**src/rtl/dmdr_pkg.sv**
```systemverilog
// ----------------------------------------------------------------------------
// dmdr_pkg - shared types and constants for dual mouse dead reckoning
// Sequencer states, multiply operation codes, unit request structs, fixed
// point constants and the CORDIC arctangent table.
// ----------------------------------------------------------------------------
package dmdr_pkg;

	// pi and pi/2 in radians Q3.28
	localparam logic signed [31:0] PI_Q      = 32'sd843314857;
	localparam logic signed [31:0] HALF_PI_Q = 32'sd421657428;
	// CORDIC gain correction, Q30
	localparam logic [31:0] CORDIC_K_Q30 = 32'd652032874;
	// cap on the raw heading step magnitude, 2^40
	localparam logic [40:0] STEP_CAP = 41'h100_0000_0000;

	// rotation datapath width
	localparam int XY_W = 51;

	// product shifts
	localparam logic [4:0] SH_NONE  = 5'd0;
	localparam logic [4:0] SH_TURN  = 5'd21;
	localparam logic [4:0] SH_GAIN  = 5'd16;
	localparam logic [4:0] SH_SPEED = 5'd9;
	localparam logic [4:0] SH_K     = 5'd30;

	// configuration register indexes
	localparam logic [2:0] CFG_COUNT_SCALE    = 3'd0;
	localparam logic [2:0] CFG_INV_Y_BASELINE = 3'd1;
	localparam logic [2:0] CFG_INV_X_BASELINE = 3'd2;
	localparam logic [2:0] CFG_GAIN_NEGATIVE  = 3'd3;
	localparam logic [2:0] CFG_GAIN_POSITIVE  = 3'd4;

	typedef enum logic [2:0] {
		ST_IDLE,
		ST_DIFF,
		ST_MGO,
		ST_MWAIT,
		ST_ROT_GO,
		ST_ROT_WAIT,
		ST_OUT
	} state_t;

	typedef enum logic [2:0] {
		OP_TURN_X,
		OP_TURN_Y,
		OP_SCALE,
		OP_GAIN,
		OP_FWD,
		OP_SIDE,
		OP_KX,
		OP_KY
	} op_t;

	typedef enum logic [1:0] {
		MP_IDLE,
		MP_LO,
		MP_HI,
		MP_SUM
	} mul_phase_t;

	typedef struct packed {
		logic        start;
		logic [63:0] m;
		logic [31:0] k;
		logic [4:0]  sh;
	} mul_req_t;

	typedef struct packed {
		logic                   start;
		logic signed [XY_W-1:0] x;
		logic signed [XY_W-1:0] y;
		logic signed [31:0]     phi;
	} rot_req_t;

	function automatic logic signed [31:0] atan_q28(input logic [4:0] i);
		logic signed [31:0] r;
		unique case (i)
			5'd0:  r = 32'sd210828714;
			5'd1:  r = 32'sd124459457;
			5'd2:  r = 32'sd65760959;
			5'd3:  r = 32'sd33381290;
			5'd4:  r = 32'sd16755422;
			5'd5:  r = 32'sd8385879;
			5'd6:  r = 32'sd4193963;
			5'd7:  r = 32'sd2097109;
			5'd8:  r = 32'sd1048571;
			5'd9:  r = 32'sd524287;
			5'd10: r = 32'sd262144;
			5'd11: r = 32'sd131072;
			5'd12: r = 32'sd65536;
			5'd13: r = 32'sd32768;
			5'd14: r = 32'sd16384;
			5'd15: r = 32'sd8192;
			5'd16: r = 32'sd4096;
			5'd17: r = 32'sd2048;
			5'd18: r = 32'sd1024;
			5'd19: r = 32'sd512;
			5'd20: r = 32'sd256;
			5'd21: r = 32'sd128;
			5'd22: r = 32'sd64;
			5'd23: r = 32'sd32;
			5'd24: r = 32'sd16;
			5'd25: r = 32'sd8;
			5'd26: r = 32'sd4;
			5'd27: r = 32'sd2;
			5'd28: r = 32'sd1;
			default: r = 32'sd0;
		endcase
		return r;
	endfunction

endpackage

```
**src/rtl/dmdr_mul.sv**
```systemverilog
// ----------------------------------------------------------------------------
// dmdr_mul - shared multiply and shift unit
// Computes floor(m * k / 2^sh) for a 64-bit m and 32-bit k with one
// 32x32 multiplier used for the low and the high half in turn.
// ----------------------------------------------------------------------------
module dmdr_mul (
	input  logic              clk,
	input  logic              arst_n,
	input  dmdr_pkg::mul_req_t req,
	output logic              done,
	output logic [63:0]       res
);

	dmdr_pkg::mul_phase_t phase_q;
	logic [63:0] m_q;
	logic [31:0] k_q;
	logic [4:0]  sh_q;
	logic [63:0] lo_q;
	logic [63:0] hi_q;
	logic [31:0] mop;
	logic [63:0] prod;
	logic [95:0] full;
	logic        done_q;
	logic [63:0] res_q;

	assign mop  = (phase_q == dmdr_pkg::MP_HI) ? m_q[63:32] : m_q[31:0];
	assign prod = 64'(mop) * 64'(k_q);
	assign full = {hi_q, 32'b0} + 96'(lo_q);

	always_ff @(posedge clk or negedge arst_n) begin
		if (!arst_n) begin
			phase_q <= dmdr_pkg::MP_IDLE;
			done_q  <= 1'b0;
		end else begin
			done_q <= (phase_q == dmdr_pkg::MP_SUM);
			unique case (phase_q)
				dmdr_pkg::MP_IDLE: if (req.start) phase_q <= dmdr_pkg::MP_LO;
				dmdr_pkg::MP_LO:   phase_q <= dmdr_pkg::MP_HI;
				dmdr_pkg::MP_HI:   phase_q <= dmdr_pkg::MP_SUM;
				dmdr_pkg::MP_SUM:  phase_q <= dmdr_pkg::MP_IDLE;
				default: phase_q <= dmdr_pkg::MP_IDLE;
			endcase
		end
	end

	always_ff @(posedge clk) begin
		if (phase_q == dmdr_pkg::MP_IDLE && req.start) begin
			m_q  <= req.m;
			k_q  <= req.k;
			sh_q <= req.sh;
		end
		if (phase_q == dmdr_pkg::MP_LO) lo_q <= prod;
		if (phase_q == dmdr_pkg::MP_HI) hi_q <= prod;
		if (phase_q == dmdr_pkg::MP_SUM) res_q <= 64'(full >> sh_q);
	end

	assign done = done_q;
	assign res  = res_q;

endmodule

```
**config.mk**
```make
export PLATFORM = sky130hd
export DESIGN_NAME = dmdr_mul
export DESIGN_NICKNAME = d
export VERILOG_FILES = /design/src/rtl/dmdr_pkg.sv /design/src/rtl/dmdr_mul.sv
export SDC_FILE = /design/constraint.sdc
export NUM_CORES = 2
export LEC_CHECK = 0
export BUFFER_PORTS_ARGS = -buffer_cell sky130_fd_sc_hd__buf_2
export CAP_MARGIN = 10
export CORE_UTILIZATION = 32
export CTS_BUF_LIST = sky130_fd_sc_hd__clkbuf_4
export CTS_CLUSTER_SIZE = 14
export DETAILED_ROUTE_END_ITERATION = 8
export GPL_ROUTABILITY_DRIVEN = 0
export PLACE_DENSITY_LB_ADDON = 0.1
export SYNTH_ARGS = -nofsm -noshare
export SYNTH_HDL_FRONTEND = slang
export SYNTH_SLANG_ARGS = --single-unit
```
**constraint.sdc**
```tcl
create_clock -name clk -period 10.65 [get_ports clk]
set_input_delay 0.5325 -clock clk [delete_from_list [all_inputs] [get_ports clk]]
set_output_delay 0.5325 -clock clk [all_outputs]
set_load 0.01 [all_outputs]
```
[Word level (Yosys, flattened, before mapping)]
Cells that the tools add are included.
Word-level totals
  logic and storage cells: 20
  bits in registers: 296
Operators by class
  reductions and logical operators: 2
  $mul: 1
  shift operators: 1
  eq/ne operators: 4
  add/subtract/negate cells: 1
  muxes and demuxes: 3
Operator list (number)
  adder 96 x 64 -> 96 bit: 1
  >> shifter 96 x 5 -> 64 bit: 1
  multiplier 32 x 32 -> 64 bit: 1
  2-to-1 mux 32 bit: 1
  one-hot mux 2 bit (4 select lines): 1
  == test 2 bit, second input constant: 2
  == test 2 x 1 -> 1 bit, second input constant: 1
  logical NOT 2 bit: 1
  2-to-1 mux 2 bit: 1
  != test 2 bit, second input constant: 1
  logical AND 1 bit: 1

[Depth between registers and ports, before layout]
  word-level depth: 3
  mapped depth: 36
  depth with buffers taken out: 32

[Worst setup path before layout]
No wires, ideal clock.
  path kind: register -> register
  from: register phase_q[0]
  to: register lo_q[63], data pin
  arrival time: 9976 ps
  buffers on the path: 4
  setup slack: 414 ps
  period minus slack after synthesis: 10236 ps
  cell stages (with the launch flop): 33
  cells stage by stage: dfrtp_1 inv_1 ha_1 clkbuf_1 clkbuf_1 mux2_2 clkbuf_1 and2_1 fa_1 fa_1 inv_1 fa_1 inv_1 fa_1 inv_1 fa_1 fa_1 fa_1 fa_1 inv_1 ha_1 clkbuf_1 nand4_1 nor2_1 a21oi_1 nand3_1 a311o_1 a21oi_1 o211ai_1 a311oi_1 o21ai_0 a21oi_1 xnor2_1
Between the ends
  word-level cells in the longest chain between the ends: 3
RTL lines
  from (decl): line dmdr_mul.sv:14  | dmdr_pkg::mul_phase_t phase_q;
  from (signal assigned): line dmdr_mul.sv:32  | phase_q <= dmdr_pkg::MP_IDLE;
  from (signal assigned): line dmdr_mul.sv:37  | dmdr_pkg::MP_IDLE: if (req.start) phase_q <= dmdr_pkg::MP_LO;
  from (signal assigned): line dmdr_mul.sv:38  | dmdr_pkg::MP_LO: phase_q <= dmdr_pkg::MP_HI;
  == test 2 bit: line dmdr_mul.sv:26  | assign mop = (phase_q == dmdr_pkg::MP_HI) ? m_q[63:32] : m_q[31:0];
  2-to-1 mux 32 bit: line dmdr_mul.sv:26
  multiplier 32 x 32 -> 64 bit: line dmdr_mul.sv:27  | assign prod = 64'(mop) * 64'(k_q);
  net prod[63]: line dmdr_mul.sv:21  | logic [63:0] prod;
  to (signal assigned): line dmdr_mul.sv:52  | if (phase_q == dmdr_pkg::MP_LO) lo_q <= prod;
  to (decl): line dmdr_mul.sv:18  | logic [63:0] lo_q;
The timed path passes the listed nets, and every way through them passes these cells.
A chain may end at the register's enable or synchronous reset.

[Worst setup path after layout]
Ends and elaborated chain as after synthesis.

==> reports/qor.txt <==
=======================================================================================
Nets                                                                               6671
Number of warnings printed during yosys synthesis                                     0
Vias in the first global route                                                    39700
Core Footprint                                                               157000 µm²
Vias after detailed routing                                                       37100
Detailed-routing iteration count for the pre-antenna-repair pass                      5
Kind of end point of the critical path                                             flop
Synthesized area per cell                                                      9.70 µm²
Fillers                                                                           16100
Final worst path period share                                                     0.897
Primary flip-flop cell chosen by synthesis mapping                         sky130_fd_sc_hd__edfxtp_1
Startpoint type of the worst setup path                                            flop
Final Setup Violations                                                                0
Crit-path slowest cell                                                     sky130_fd_sc_hd__mux2_2
Largest stage delay on the critical path                                         620 ps
TritonCTS clock tree                                                               done
Skew-Pair Late Insertion Delay                                                  1090 ps
Wire length of the first global-routing pass                                  253000 µm
Setup repair after global routing missed its margin                                  no
Number of different library cells in the post-synthesis netlist                      89
Number of antenna violations at the first check in global routing                     8
Arrival time at the worst endpoint                                             10340 ps
Register area share after synthesis                                               0.174
Number of violations reported at the end of detailed-routing iteration 0           2216
Ratio of routed vias to standard cells                                             4.94
Syn Nets                                                                           6533
Detailed placer's ending HPWL                                                 134000 µm
Setup Skew                                                                       106 ps
Routed wirelength normalized by instance count                                  22.2 µm
Share of cells above drive strength 1                                             0.101
Number of violations of the max-capacitance limit                                     0
Final routed wirelength across all metal layers                               166000 µm
Level count of the clock H-tree                                                       3
Final hold violation count                                                            0
Final count of pins violating max slew                                                0
Port bufs                                                                           168
Library cell used as clock root buffer                                     sky130_fd_sc_hd__clkbuf_4
Slew @ Worst Pin                                                                1140 ps
Relative slew slack                                                               0.238
Die Area                                                                     160000 µm²
Setup Crit Path Kind                                                         reg -> reg
Die height                                                                       400 µm
Final min period                                                                9550 ps
Total DRC errors in the routed layout                                                 0
Antenna violation net count after detailed routing                                    0
CTS max path bufs                                                                     3
Flops & latches, synth                                                              295
Number of clock buffers inserted by TritonCTS                                        86
Largest net degree at the start of global routing                                    73
Cell seen most often among critical-path stages                            sky130_fd_sc_hd__fa_1
Effective utilization at floorplan                                                0.324
Finished Core Util                                                                0.357
Gate count after technology mapping                                                5232
Leading cell types by total area after synthesis                           sky130_fd_sc_hd__fa_1 (35%), sky130_fd_sc_hd__edfxtp_1 (17%), sky130_fd_sc_hd__ha_1 (7.4%), sky130_fd_sc_hd__and2_1 (7.0%), sky130_fd_sc_hd__inv_1 (6.8%)
Outcome                                                                       completed
Clk sink count                                                                      295
Total track usage                                                                 0.210
Synth area leader                                                          sky130_fd_sc_hd__fa_1
F_max                                                                           105 MHz
DIE WIDTH                                                                        400 µm
Top cell type's share of synthesized area                                         0.354
Reg clk slew, reported paths                                                      70 ps
Sum of overflow across all layers after global routing                                0
Area growth from synthesis to layout                                              10.3%
FFs w/ async S/R, synth                                                          0.0102
Top-Level Pins                                                                      169
Tightest hold margin                                                             156 ps
Number of synthesized flops with an enable pin                                      292
Req. time, crit path                                                           11440 ps
Crit path max fanout                                                                 32
Hold crit path type                                                           in -> reg
Cell Rows                                                                           145
Cell area after synthesis                                                     50700 µm²
Setup TNS Final                                                                    0 ps
=======================================================================================
[final timing paths]
kind / slack, ps / from / depth (start not counted) / end
setup / recovery: 1100 / phase_q[0]$_DFFE_PN0P_ / 30 / lo_q[63]$_DFFE_PN_
hold / removal: 160 / req[28] / 2 / k_q[23]$_DFFE_PP_
setup reg to reg: 1100 / phase_q[0]$_DFFE_PN0P_ / 30 / lo_q[63]$_DFFE_PN_
hold reg to reg: 630 / phase_q[1]$_DFFE_PN0P_ / 1 / phase_q[1]$_DFFE_PN0P_
max in group asynchronous: 10050 / arst_n / 3 / phase_q[1]$_DFFE_PN0P_
min in group asynchronous: 420 / arst_n / 3 / done$_DFF_PN0_
[flip-flops by register name (all words and copies together), names as in the netlist]
register,flops
m_q,64
hi_q,63
res,64
sh_q,5
k_q,32
done,1
phase_q,2
lo_q,64
[what timing repair did]
item / in CTS / in global routing
setup endpoints to repair: 0 / 0
gates resized for setup: 0 / 0
hold buffers: 115 / 0
hold endpoints to repair: 124 / 0
setup buffers: 0 / 0
[routing by layer]
layer	global-route usage	wire, µm
met4	0.0494	3650
met3	0.0219	5160
met2	0.362	82900
met1	0.280	74800
met5	0	11
[cells by family after synthesis]
logic type	share of synthesized area
simple gates	0.158
xor+xnor	0.0193
mux	0.0530
fa+ha+maj	0.428
compound gates	0.0755
buf+inv	0.0925
flops	0.174
[area by class of cell]
cell class / count / area (µm²) / share of cell area
Antenna cell: 9 / 22.5 / 0.000402
Clock buffer: 121 / 908 / 0.0162
Clock inverter: 29 / 280 / 0.00501
Inverter: 915 / 3430 / 0.0614
Multi-Input combinational cell: 3699 / 37200 / 0.665
Sequential cell: 295 / 8840 / 0.158
Tap cell: 2058 / 2570 / 0.0460
Timing Repair Buffer: 373 / 2680 / 0.0479
[Yosys cell counts (41+ instances only)]
cell type                    n
sky130_fd_sc_hd__o21ai_0   104
sky130_fd_sc_hd__edfxtp_1  292
sky130_fd_sc_hd__a21oi_1   154
sky130_fd_sc_hd__clkbuf_1  281
sky130_fd_sc_hd__nand3_1    45
sky130_fd_sc_hd__and2_1    571
sky130_fd_sc_hd__nand2_1   640
sky130_fd_sc_hd__inv_1     914
sky130_fd_sc_hd__nor2_1    129
sky130_fd_sc_hd__xnor2_1    71
sky130_fd_sc_hd__mux2_2     79
sky130_fd_sc_hd__a21o_1     60
sky130_fd_sc_hd__mux2i_1   120
sky130_fd_sc_hd__ha_1      300
sky130_fd_sc_hd__fa_1      897
sky130_fd_sc_hd__xor2_1     41
[cell usage in the layout, fill, tap and decap left out, types with 11 or more instances in the layout]
master / netlist / layout
sky130_fd_sc_hd__o22ai_1: 11 / 11
sky130_fd_sc_hd__mux2i_1: 120 / 120
sky130_fd_sc_hd__a21o_1: 60 / 60
sky130_fd_sc_hd__o21ai_1: 13 / 13
sky130_fd_sc_hd__nor2_1: 129 / 129
sky130_fd_sc_hd__xnor2_1: 71 / 71
sky130_fd_sc_hd__fa_1: 897 / 897
sky130_fd_sc_hd__mux2_2: 79 / 79
sky130_fd_sc_hd__o221ai_1: 13 / 13
sky130_fd_sc_hd__nor4_1: 12 / 12
sky130_fd_sc_hd__ha_1: 300 / 297
sky130_fd_sc_hd__o211ai_1: 26 / 26
sky130_fd_sc_hd__mux4_2: 26 / 26
sky130_fd_sc_hd__dlygate4sd3_1: 0 / 115
sky130_fd_sc_hd__or4_1: 12 / 12
sky130_fd_sc_hd__a211oi_1: 29 / 29
sky130_fd_sc_hd__nand4_1: 36 / 36
sky130_fd_sc_hd__o21a_1: 21 / 21
sky130_fd_sc_hd__nand3_1: 45 / 45
sky130_fd_sc_hd__buf_4: 1 / 89
sky130_fd_sc_hd__or3_1: 12 / 12
sky130_fd_sc_hd__o21bai_1: 14 / 14
sky130_fd_sc_hd__o21ai_0: 104 / 104
sky130_fd_sc_hd__xor2_1: 41 / 41
sky130_fd_sc_hd__nor3_1: 36 / 36
sky130_fd_sc_hd__and2_1: 571 / 570
sky130_fd_sc_hd__and3_1: 30 / 30
sky130_fd_sc_hd__buf_2: 16 / 168
sky130_fd_sc_hd__clkbuf_4: 0 / 121
sky130_fd_sc_hd__nand2_1: 640 / 640
sky130_fd_sc_hd__edfxtp_1: 292 / 292
sky130_fd_sc_hd__a21oi_1: 154 / 154
sky130_fd_sc_hd__nor2b_1: 17 / 17
sky130_fd_sc_hd__inv_1: 914 / 913
sky130_fd_sc_hd__a31oi_1: 15 / 15
[per-stage QoR]
step	cell area [µm²]	cells	worst slack, ps
global route	56000	7496	495
floorplan	50700	5232	414
global placement	53600	7225	1110
finish	56000	7499	1100
detailed placement	53600	7225	983
CTS	55900	7490	959
[critical path, delay by kind of cell (launching register included)]
kind / cells / cell delay, ps
xor gates and xnor gates: 1 / 100
DFF: 1 / 400
muxes: 1 / 620
adders and majority gates: 10 / 4710
AOI/OAI and AO/OA: 9 / 2170
and+or+nand+nor: 2 / 410
buffers and inverters: 7 / 870
Power is not shown: default switching activity piles up to over one toggle a cycle in this logic, so the estimate is an artifact.
