File: src/rtl/dmdr_pkg.sv
// ----------------------------------------------------------------------------
// dmdr_pkg - shared types and constants for dual mouse dead reckoning
// Sequencer states, multiply operation codes, unit request structs, fixed
// point constants and the CORDIC arctangent table.
// ----------------------------------------------------------------------------
package dmdr_pkg;

	// pi and pi/2 in radians Q3.28
	localparam logic signed [31:0] PI_Q      = 32'sd843314857;
	localparam logic signed [31:0] HALF_PI_Q = 32'sd421657428;
	// CORDIC gain correction, Q30
	localparam logic [31:0] CORDIC_K_Q30 = 32'd652032874;
	// cap on the raw heading step magnitude, 2^40
	localparam logic [40:0] STEP_CAP = 41'h100_0000_0000;

	// rotation datapath width
	localparam int XY_W = 51;

	// product shifts
	localparam logic [4:0] SH_NONE  = 5'd0;
	localparam logic [4:0] SH_TURN  = 5'd21;
	localparam logic [4:0] SH_GAIN  = 5'd16;
	localparam logic [4:0] SH_SPEED = 5'd9;
	localparam logic [4:0] SH_K     = 5'd30;

	// configuration register indexes
	localparam logic [2:0] CFG_COUNT_SCALE    = 3'd0;
	localparam logic [2:0] CFG_INV_Y_BASELINE = 3'd1;
	localparam logic [2:0] CFG_INV_X_BASELINE = 3'd2;
	localparam logic [2:0] CFG_GAIN_NEGATIVE  = 3'd3;
	localparam logic [2:0] CFG_GAIN_POSITIVE  = 3'd4;

	typedef enum logic [2:0] {
		ST_IDLE,
		ST_DIFF,
		ST_MGO,
		ST_MWAIT,
		ST_ROT_GO,
		ST_ROT_WAIT,
		ST_OUT
	} state_t;

	typedef enum logic [2:0] {
		OP_TURN_X,
		OP_TURN_Y,
		OP_SCALE,
		OP_GAIN,
		OP_FWD,
		OP_SIDE,
		OP_KX,
		OP_KY
	} op_t;

	typedef enum logic [1:0] {
		MP_IDLE,
		MP_LO,
		MP_HI,
		MP_SUM
	} mul_phase_t;

	typedef struct packed {
		logic        start;
		logic [63:0] m;
		logic [31:0] k;
		logic [4:0]  sh;
	} mul_req_t;

	typedef struct packed {
		logic                   start;
		logic signed [XY_W-1:0] x;
		logic signed [XY_W-1:0] y;
		logic signed [31:0]     phi;
	} rot_req_t;

	function automatic logic signed [31:0] atan_q28(input logic [4:0] i);
		logic signed [31:0] r;
		unique case (i)
			5'd0:  r = 32'sd210828714;
			5'd1:  r = 32'sd124459457;
			5'd2:  r = 32'sd65760959;
			5'd3:  r = 32'sd33381290;
			5'd4:  r = 32'sd16755422;
			5'd5:  r = 32'sd8385879;
			5'd6:  r = 32'sd4193963;
			5'd7:  r = 32'sd2097109;
			5'd8:  r = 32'sd1048571;
			5'd9:  r = 32'sd524287;
			5'd10: r = 32'sd262144;
			5'd11: r = 32'sd131072;
			5'd12: r = 32'sd65536;
			5'd13: r = 32'sd32768;
			5'd14: r = 32'sd16384;
			5'd15: r = 32'sd8192;
			5'd16: r = 32'sd4096;
			5'd17: r = 32'sd2048;
			5'd18: r = 32'sd1024;
			5'd19: r = 32'sd512;
			5'd20: r = 32'sd256;
			5'd21: r = 32'sd128;
			5'd22: r = 32'sd64;
			5'd23: r = 32'sd32;
			5'd24: r = 32'sd16;
			5'd25: r = 32'sd8;
			5'd26: r = 32'sd4;
			5'd27: r = 32'sd2;
			5'd28: r = 32'sd1;
			default: r = 32'sd0;
		endcase
		return r;
	endfunction

endpackage

File: src/rtl/dmdr_cordic.sv
// ----------------------------------------------------------------------------
// dmdr_cordic - iterative CORDIC rotator
// Quarter-turn pre-rotation at start, then one shift-add step per cycle.
// ----------------------------------------------------------------------------
module dmdr_cordic #(
	parameter int STEPS = 24
) (
	input  logic                             clk,
	input  logic                             arst_n,
	input  dmdr_pkg::rot_req_t               req,
	output logic                             done,
	output logic signed [dmdr_pkg::XY_W-1:0] x_out,
	output logic signed [dmdr_pkg::XY_W-1:0] y_out
);

	localparam int IW = $clog2(STEPS + 1);

	logic                             busy_q;
	logic                             done_q;
	logic [IW-1:0]                    i_q;
	logic signed [dmdr_pkg::XY_W-1:0] x_q;
	logic signed [dmdr_pkg::XY_W-1:0] y_q;
	logic signed [31:0]               phi_q;
	logic signed [dmdr_pkg::XY_W-1:0] xs;
	logic signed [dmdr_pkg::XY_W-1:0] ys;
	logic signed [31:0]               at;

	assign xs = x_q >>> i_q;
	assign ys = y_q >>> i_q;
	assign at = dmdr_pkg::atan_q28(5'(i_q));

	always_ff @(posedge clk or negedge arst_n) begin
		if (!arst_n) begin
			busy_q <= 1'b0;
			done_q <= 1'b0;
			i_q    <= '0;
		end else begin
			done_q <= !req.start && busy_q && (i_q == IW'(STEPS - 1));
			if (req.start) begin
				busy_q <= 1'b1;
				i_q    <= '0;
			end else if (busy_q) begin
				if (i_q == IW'(STEPS - 1)) begin
					busy_q <= 1'b0;
				end else begin
					i_q <= i_q + 1'b1;
				end
			end
		end
	end

	always_ff @(posedge clk) begin
		if (req.start) begin
			if (req.phi > dmdr_pkg::HALF_PI_Q) begin
				x_q   <= -req.y;
				y_q   <= req.x;
				phi_q <= req.phi - dmdr_pkg::HALF_PI_Q;
			end else if (req.phi < -dmdr_pkg::HALF_PI_Q) begin
				x_q   <= req.y;
				y_q   <= -req.x;
				phi_q <= req.phi + dmdr_pkg::HALF_PI_Q;
			end else begin
				x_q   <= req.x;
				y_q   <= req.y;
				phi_q <= req.phi;
			end
		end else if (busy_q) begin
			if (!phi_q[31]) begin
				x_q   <= x_q - ys;
				y_q   <= y_q + xs;
				phi_q <= phi_q - at;
			end else begin
				x_q   <= x_q + ys;
				y_q   <= y_q - xs;
				phi_q <= phi_q + at;
			end
		end
	end

	assign done  = done_q;
	assign x_out = x_q;
	assign y_out = y_q;

endmodule

File: config.mk
export PLATFORM = sky130hd
export DESIGN_NAME = dmdr_cordic
export DESIGN_NICKNAME = d
export VERILOG_FILES = /design/src/rtl/dmdr_pkg.sv /design/src/rtl/dmdr_cordic.sv
export SDC_FILE = /design/constraint.sdc
export NUM_CORES = 1
export LEC_CHECK = 0
export BUFFER_PORTS_ARGS = -buffer_cell sky130_fd_sc_hd__buf_2
export CORE_MARGIN = 3
export CORE_UTILIZATION = 45
export DETAILED_ROUTE_END_ITERATION = 8
export PLACE_DENSITY_LB_ADDON = 0.08
export SLEW_MARGIN = 20
export SYNTH_ARGS = -nofsm -noshare
export SYNTH_HDL_FRONTEND = slang
export SYNTH_SLANG_ARGS = --single-unit
export TNS_END_PERCENT = 30
File: constraint.sdc
create_clock -name clk -period 9.6 [get_ports clk]
set_clock_uncertainty 0.2 [all_clocks]
set_input_delay 1.92 -clock clk [delete_from_list [all_inputs] [get_ports clk]]
set_output_delay 1.92 -clock clk [all_outputs]
set_load 0.05 [all_outputs]
# [Yosys cells after proc, flatten, opt, wreduce, memory -nomap -nowiden]
# Memories as Yosys holds them, arrays and structs flattened.
# Cells that the tools add are included.
[totals] ff_bits=141 mem_count=1 romBits=896 input_bits=137 output_inout_bits=103
[op_classes] n_shift=2 eq_ne=2 n_mux=21 add_sub_neg=11 reduce_logical=5 order_cmp=2
[mem_list] name="(name not given)" depth=32 width=28 read_ports=1 rd_ports_with_merged_regs=0 write_ports=0 line_no="dmdr_pkg.sv:77" rtl="unique case (i)"
[op_table] operator="$mux W51" n=10
[op_table] operator="$mux W32" n=5
[op_table] operator="$add A51 B51 Y51" n=2
[op_table] operator="$neg A51 Y51" n=2
[op_table] operator="$sshr A51 B5 Y51" n=2
[op_table] operator="$sub A51 B51 Y51" n=2
[op_table] operator="$add A32 B30 Y32 const B" n=1
[op_table] operator="$add A32 B32 Y32" n=1
[op_table] operator="$gt A32 B30 Y1 const B" n=1
[op_table] operator="$lt A32 B30 Y1 const B" n=1
[op_table] operator="$sub A32 B30 Y32 const B" n=1
[op_table] operator="$sub A32 B32 Y32" n=1
[op_table] operator="$mux W5" n=3
[op_table] operator="$add A5 B1 Y5 const B" n=1
[op_table] operator="$eq A5 B5 Y1 const B" n=1
[op_table] operator="$mux W1" n=3
[op_table] operator="$logic_and A1 B1 Y1" n=2
[op_table] operator="$ne A2 B2 Y1 const B" n=1
[op_table] operator="$reduce_and A2 Y1" n=1
[op_table] operator="$reduce_bool A2 Y1" n=1
[op_table] operator="$logic_not A1 Y1" n=1

# [Logic depth before layout (Yosys ltp)]
[depth] word_depth=5 ltp_mapped=33 ltp_nobuf=26

# [Least setup slack after synthesis]
# OpenSTA, ideal clock, no wires.
[synth_timing] path_kind="register -> register" from="reg i_q[4]" to="reg x_q (netlist bit x_out[47]), data pin" n_path_buf=9 path_stages_with_launch=31 path_slack_ns=2.515 arrival_ns=6.615 setup_time_ns=0.270 cell_sequence="dfrtp_1 -> clkbuf_1 -> clkbuf_1 -> buf_1 -> buf_1 -> clkbuf_1 -> clkbuf_1 -> buf_1 -> clkbuf_1 -> clkbuf_1 -> nor2_1 -> nor2_1 -> ha_1 -> nand4_1 -> nor2_2 -> nand3_1 -> nor3_1 -> a31oi_1 -> xnor2_1 -> ha_1 -> a21o_1 -> a21o_1 -> a21oi_1 -> o21ai_0 -> a311o_1 -> a21o_1 -> a31o_2 -> a21bo_2 -> a41o_1 -> xnor2_1 -> a21oi_1"
[synth_via] elab_chain_len=5 word_cells_on_any_way=6 cone_classes="add/sub: 2; shift: 1; mux: 3"
[synth_lines] element="start, declared" line_no="dmdr_cordic.sv:20" rtl="logic [IW-1:0] i_q;"
[synth_lines] element="start signal, assigned" line_no="dmdr_cordic.sv:46" rtl="i_q <= i_q + 1'b1;"
[synth_lines] element="$sshr A51 B5 Y51 (*)" line_no="dmdr_cordic.sv:29" rtl="assign ys = y_q >>> i_q;"
[synth_lines] element="$sub A51 B51 Y51 or $add A51 B51 Y51 (tied branches)" line_no="dmdr_cordic.sv:69, dmdr_cordic.sv:73"
[synth_lines] element="$mux W51 (*)" line_no="dmdr_cordic.sv:68" rtl="if (!phi_q[31]) begin"
[synth_lines] element="$mux W51 (*)" line_no="dmdr_cordic.sv:67" rtl="end else if (busy_q) begin"
[synth_lines] element="$mux W51 (*)" line_no="dmdr_cordic.sv:53" rtl="if (req.start) begin"
[synth_lines] element="end signal, assigned" line_no="dmdr_cordic.sv:55" rtl="x_q <= -req.y;"
[synth_lines] element="end signal, assigned" line_no="dmdr_cordic.sv:69" rtl="x_q <= x_q - ys;"
[synth_lines] element="end signal, assigned" line_no="dmdr_cordic.sv:73" rtl="x_q <= x_q + ys;"
[synth_lines] element="end, declared" line_no="dmdr_cordic.sv:21" rtl="logic signed [dmdr_pkg::XY_W-1:0] x_q;"
# Every way passes the cells marked *; elsewhere a longest branch is shown, timed or not. The select of a mux whose other input is x is not followed.
# A chain may end at the register's enable or synchronous reset.

# [Worst setup path in the final report]
[layout_timing] from="reg i_q[3]" to="reg y_q (netlist bit y_out[48]), data pin"
[layout_via] elab_chain_len=5 word_cells_on_any_way=6 cone_classes="add/sub: 2; shift: 1; mux: 3"
[layout_lines] element="$sshr A51 B5 Y51 (*)" line_no="dmdr_cordic.sv:28" rtl="assign xs = x_q >>> i_q;"
[layout_lines] element="$add A51 B51 Y51 or $sub A51 B51 Y51 (tied branches)" line_no="dmdr_cordic.sv:70, dmdr_cordic.sv:74"
[layout_lines] element="$mux W51 (*)" line_no="dmdr_cordic.sv:68"
[layout_lines] element="$mux W51 (*)" line_no="dmdr_cordic.sv:67"
[layout_lines] element="$mux W51 (*)" line_no="dmdr_cordic.sv:53"
[layout_lines] element="end signal, assigned" line_no="dmdr_cordic.sv:56" rtl="y_q <= req.x;"
[layout_lines] element="end signal, assigned" line_no="dmdr_cordic.sv:70" rtl="y_q <= y_q + xs;"
[layout_lines] element="end signal, assigned" line_no="dmdr_cordic.sv:74" rtl="y_q <= y_q - xs;"
[layout_lines] element="end, declared" line_no="dmdr_cordic.sv:22" rtl="logic signed [dmdr_pkg::XY_W-1:0] y_q;"
# Marked as above.

==> flow_metrics.py <==
metrics = {
    "synthesis": {
        "ys_seq_area_frac": 0.155,
        "synthTopCellsByArea": "edfxtp_1 15%, mux4_2 8.8%, ha_1 6.9%",
        "syn_nets": 3716,
        "synth_edf_count": 134,
        "synth-main-ff-cell": "edfxtp_1",
        "synth_cells": 3427,
        "post-synth-top-area-cell": "edfxtp_1",
        "ys_seq_elements": 141,
        "async_flop_share": 0.0496,
        "synth.most_common_cell": "nor2_1",
        "ys_types": 102,
        "ys_top_cells_by_count": "335 x nor2_1, 323 x a21oi_1, 261 x o21ai_0, 238 x nand2_1, 149 x ha_1",
        "syn_area_um2": 27100,
        "yosysWarnings": 0,
        "syn_avg_cell_area_um2": 7.91,
        "synthDominantCellAreaShare": 0.148,
    },
    "clock_tree": {
        "cts_setup_buffers": 0,
        "cts.sinks": 141,
        "cts_root_buf": "clkbuf_16",
        "clk_path_buf_depth": 2,
        "cts_tree": "yes",
        "htreeDepth": 4,
        "cts-buffers-inserted": 17,
        "clk_latency_ns": 0.49,
        "hold_buffers": 0,
        "cts_resized": 0,
        "clkSlewWorstSetupHoldPaths_ns": 0.07,
    },
    "run": {
        "drv_cap": 0,
    },
    "timing": {
        "rsz0062_at_grt": "false",
        "max_freq_ghz": 0.123,
        "worst_slack_ns": 1.45,
        "setup_tns_ns": 0,
        "maxSlewHeadroom": 0.161,
        "drv_slew": 0,
        "fin_crit_sh": 0.849,
        "setup_violations": 0,
        "finalCriticalPeriod_ns": 8.15,
        "hold_viol": 0,
        "holdWs_ns": 0.469,
        "worstMarginPinSlew_ns": 1.24,
    },
    "status": {
        "status": "finished clean",
    },
    "grt": {
        "antenna_found_initial": 23,
        "grt_pass1_wl_um": 189000,
        "grt_max_degree": 188,
        "grt_util_all_layers": 0.399,
        "overflow": 0,
        "grt_pass1_vias": 28200,
    },
    "setup_path": {
        "reg2regPathDepth": 22,
        "cp.required_ns": 9.61,
        "crit_path_end": "y_out[48]",
        "crit_path_max_fanout": 44,
        "cp-end-kind": "register",
        "timing.rr.end": "y_out[48]",
        "r2r_slack_ns": 1.45,
        "start_kind": "register",
        "reg2reg_from": "i_q[3]",
        "critPathLaunch": "i_q[3]",
        "cp.arrival_ns": 8.16,
        "crit_type": "register to register",
    },
    "detailed_routing": {
        "wl_per_cell_um": 30.3,
        "routed_wl_um": 130000,
        "vias": 30500,
        "drc": 0,
        "first_pass_iters": 6,
        "drt_iter0_drc": 4659,
        "ant_nets": 0,
        "vias_per_cell": 7.10,
    },
    "floorplan": {
        "ios": 240,
        "dieArea_um2": 63200,
        "fp.dieW_um": 251,
        "fp-row-count": 89,
        "coreArea_um2": 59400,
        "dieHeight_um": 251,
        "start_util": 0.457,
    },
    "final_layout": {
        "fin_area_um2": 29400,
        "drive_above_1_share": 0.160,
        "syn_to_final_growth_pct": 8.36,
        "fin_nets": 3791,
    },
    "min_path": {
        "hp-class": "register to register",
        "hp-start": "busy_q",
    },
    "place": {
        "dpl_worst_slack_ns": 1.70,
        "io_buffers": 239,
        "place_area_um2": 28700,
        "hpwl_um": 102000,
        "place.gp.congestion": 1.05,
    },
}
-- critical path: stages, from the launching register on --
cell and delay (ns):
dfrtp_4 0.72, buf_4 0.53, mux4_2 0.42, mux2_2 0.33, mux2i_1 0.40, o221ai_1 0.37, nor4b_2 0.48, and4b_1 0.65
a21oi_1 0.17, xnor2_1 0.55, ha_1 0.35, nand2_1 0.11, nor3_1 0.22, nand2_1 0.08, o211ai_1 0.52, a221oi_1 0.16
buf_4 0.19, o31ai_1 0.41, a21o_1 0.23, nand3_1 0.12, o21ai_0 0.25, mux2i_1 0.23, o211ai_1 0.11
-- state kept, by name, summed over array words and instances, names as in the netlist --
signal	flops
busy_q	1
done	1
i_q	5
phi_q	32
x_out	51
y_out	51
-- metrics by stage --
| stage | util | cells |
|---|---|---|
| global route | 0.495 | 4302 |
| global placement | 0.484 | 4256 |
| detailed placement | 0.484 | 4256 |
| CTS | 0.494 | 4288 |
| floorplan | - | 3427 |
| finish | 0.495 | 4303 |
-- cell families after synthesis --
kind of cell	after synthesis	share of synthesized area
AND/OR/NAND/NOR	1064	0.194
AO/OA/AOI/OAI	1229	0.292
multiplexers	275	0.155
XOR/XNOR	267	0.0862
adder cells (fa/ha/maj)	152	0.0710
flip-flops	141	0.155
buffers and inverters	299	0.0470
-- area by class of cell --
class / count / area, um2
Fill cell: 5896 / 30000
Multi-Input combinational cell: 2987 / 21700
Sequential cell: 141 / 4220
Timing Repair Buffer: 288 / 1580
Tap cell: 773 / 967
Clock buffer: 27 / 589
Inverter: 67 / 251
Clock inverter: 5 / 37.5
Antenna cell: 15 / 37.5
-- worst min path at each step --
stage            to  slack (ns)  cells past startpoint
4_1_cts        done        0.44                      2
5_1_grt        done        0.46                      2
6_report       done        0.47                      2
3_3_place_gp   done        0.43                      2
2_1_floorplan  done        0.32                      2
3_5_place_dp   done        0.43                      2
-- per-layer routing --
| metal | GRT usage | wire, um | vias up |
|---|---|---|---|
| met5 | 0 | 12 | - |
| met4 | 0.158 | 5500 | 2 |
| met3 | 0.111 | 17400 | 282 |
| met2 | 0.548 | 51700 | 2090 |
| met1 | 0.586 | 55800 | 14800 |
| li1 | - | - | 13300 |
-- placed cells by master, fill, tap and decap left out, drive strengths merged, types with 33 or more instances in the layout --
cell    count
o221ai     47
a21oi     323
nand3      56
a21o       78
inv        67
a211oi     45
edfxtp    134
and2       33
o21a       41
ha        149
buf       288
nor3      100
a31oi      77
mux4      108
o21ai     265
nand2     239
mux2i     101
a22oi      45
o211ai     42
o22ai      58
nand2b     40
or3        56
xor2      132
mux2       66
xnor2     135
nor2      337
Power is left out: the tool's default activity adds up to more than one toggle a clock period on the data nets, which glitch-free logic cannot reach.
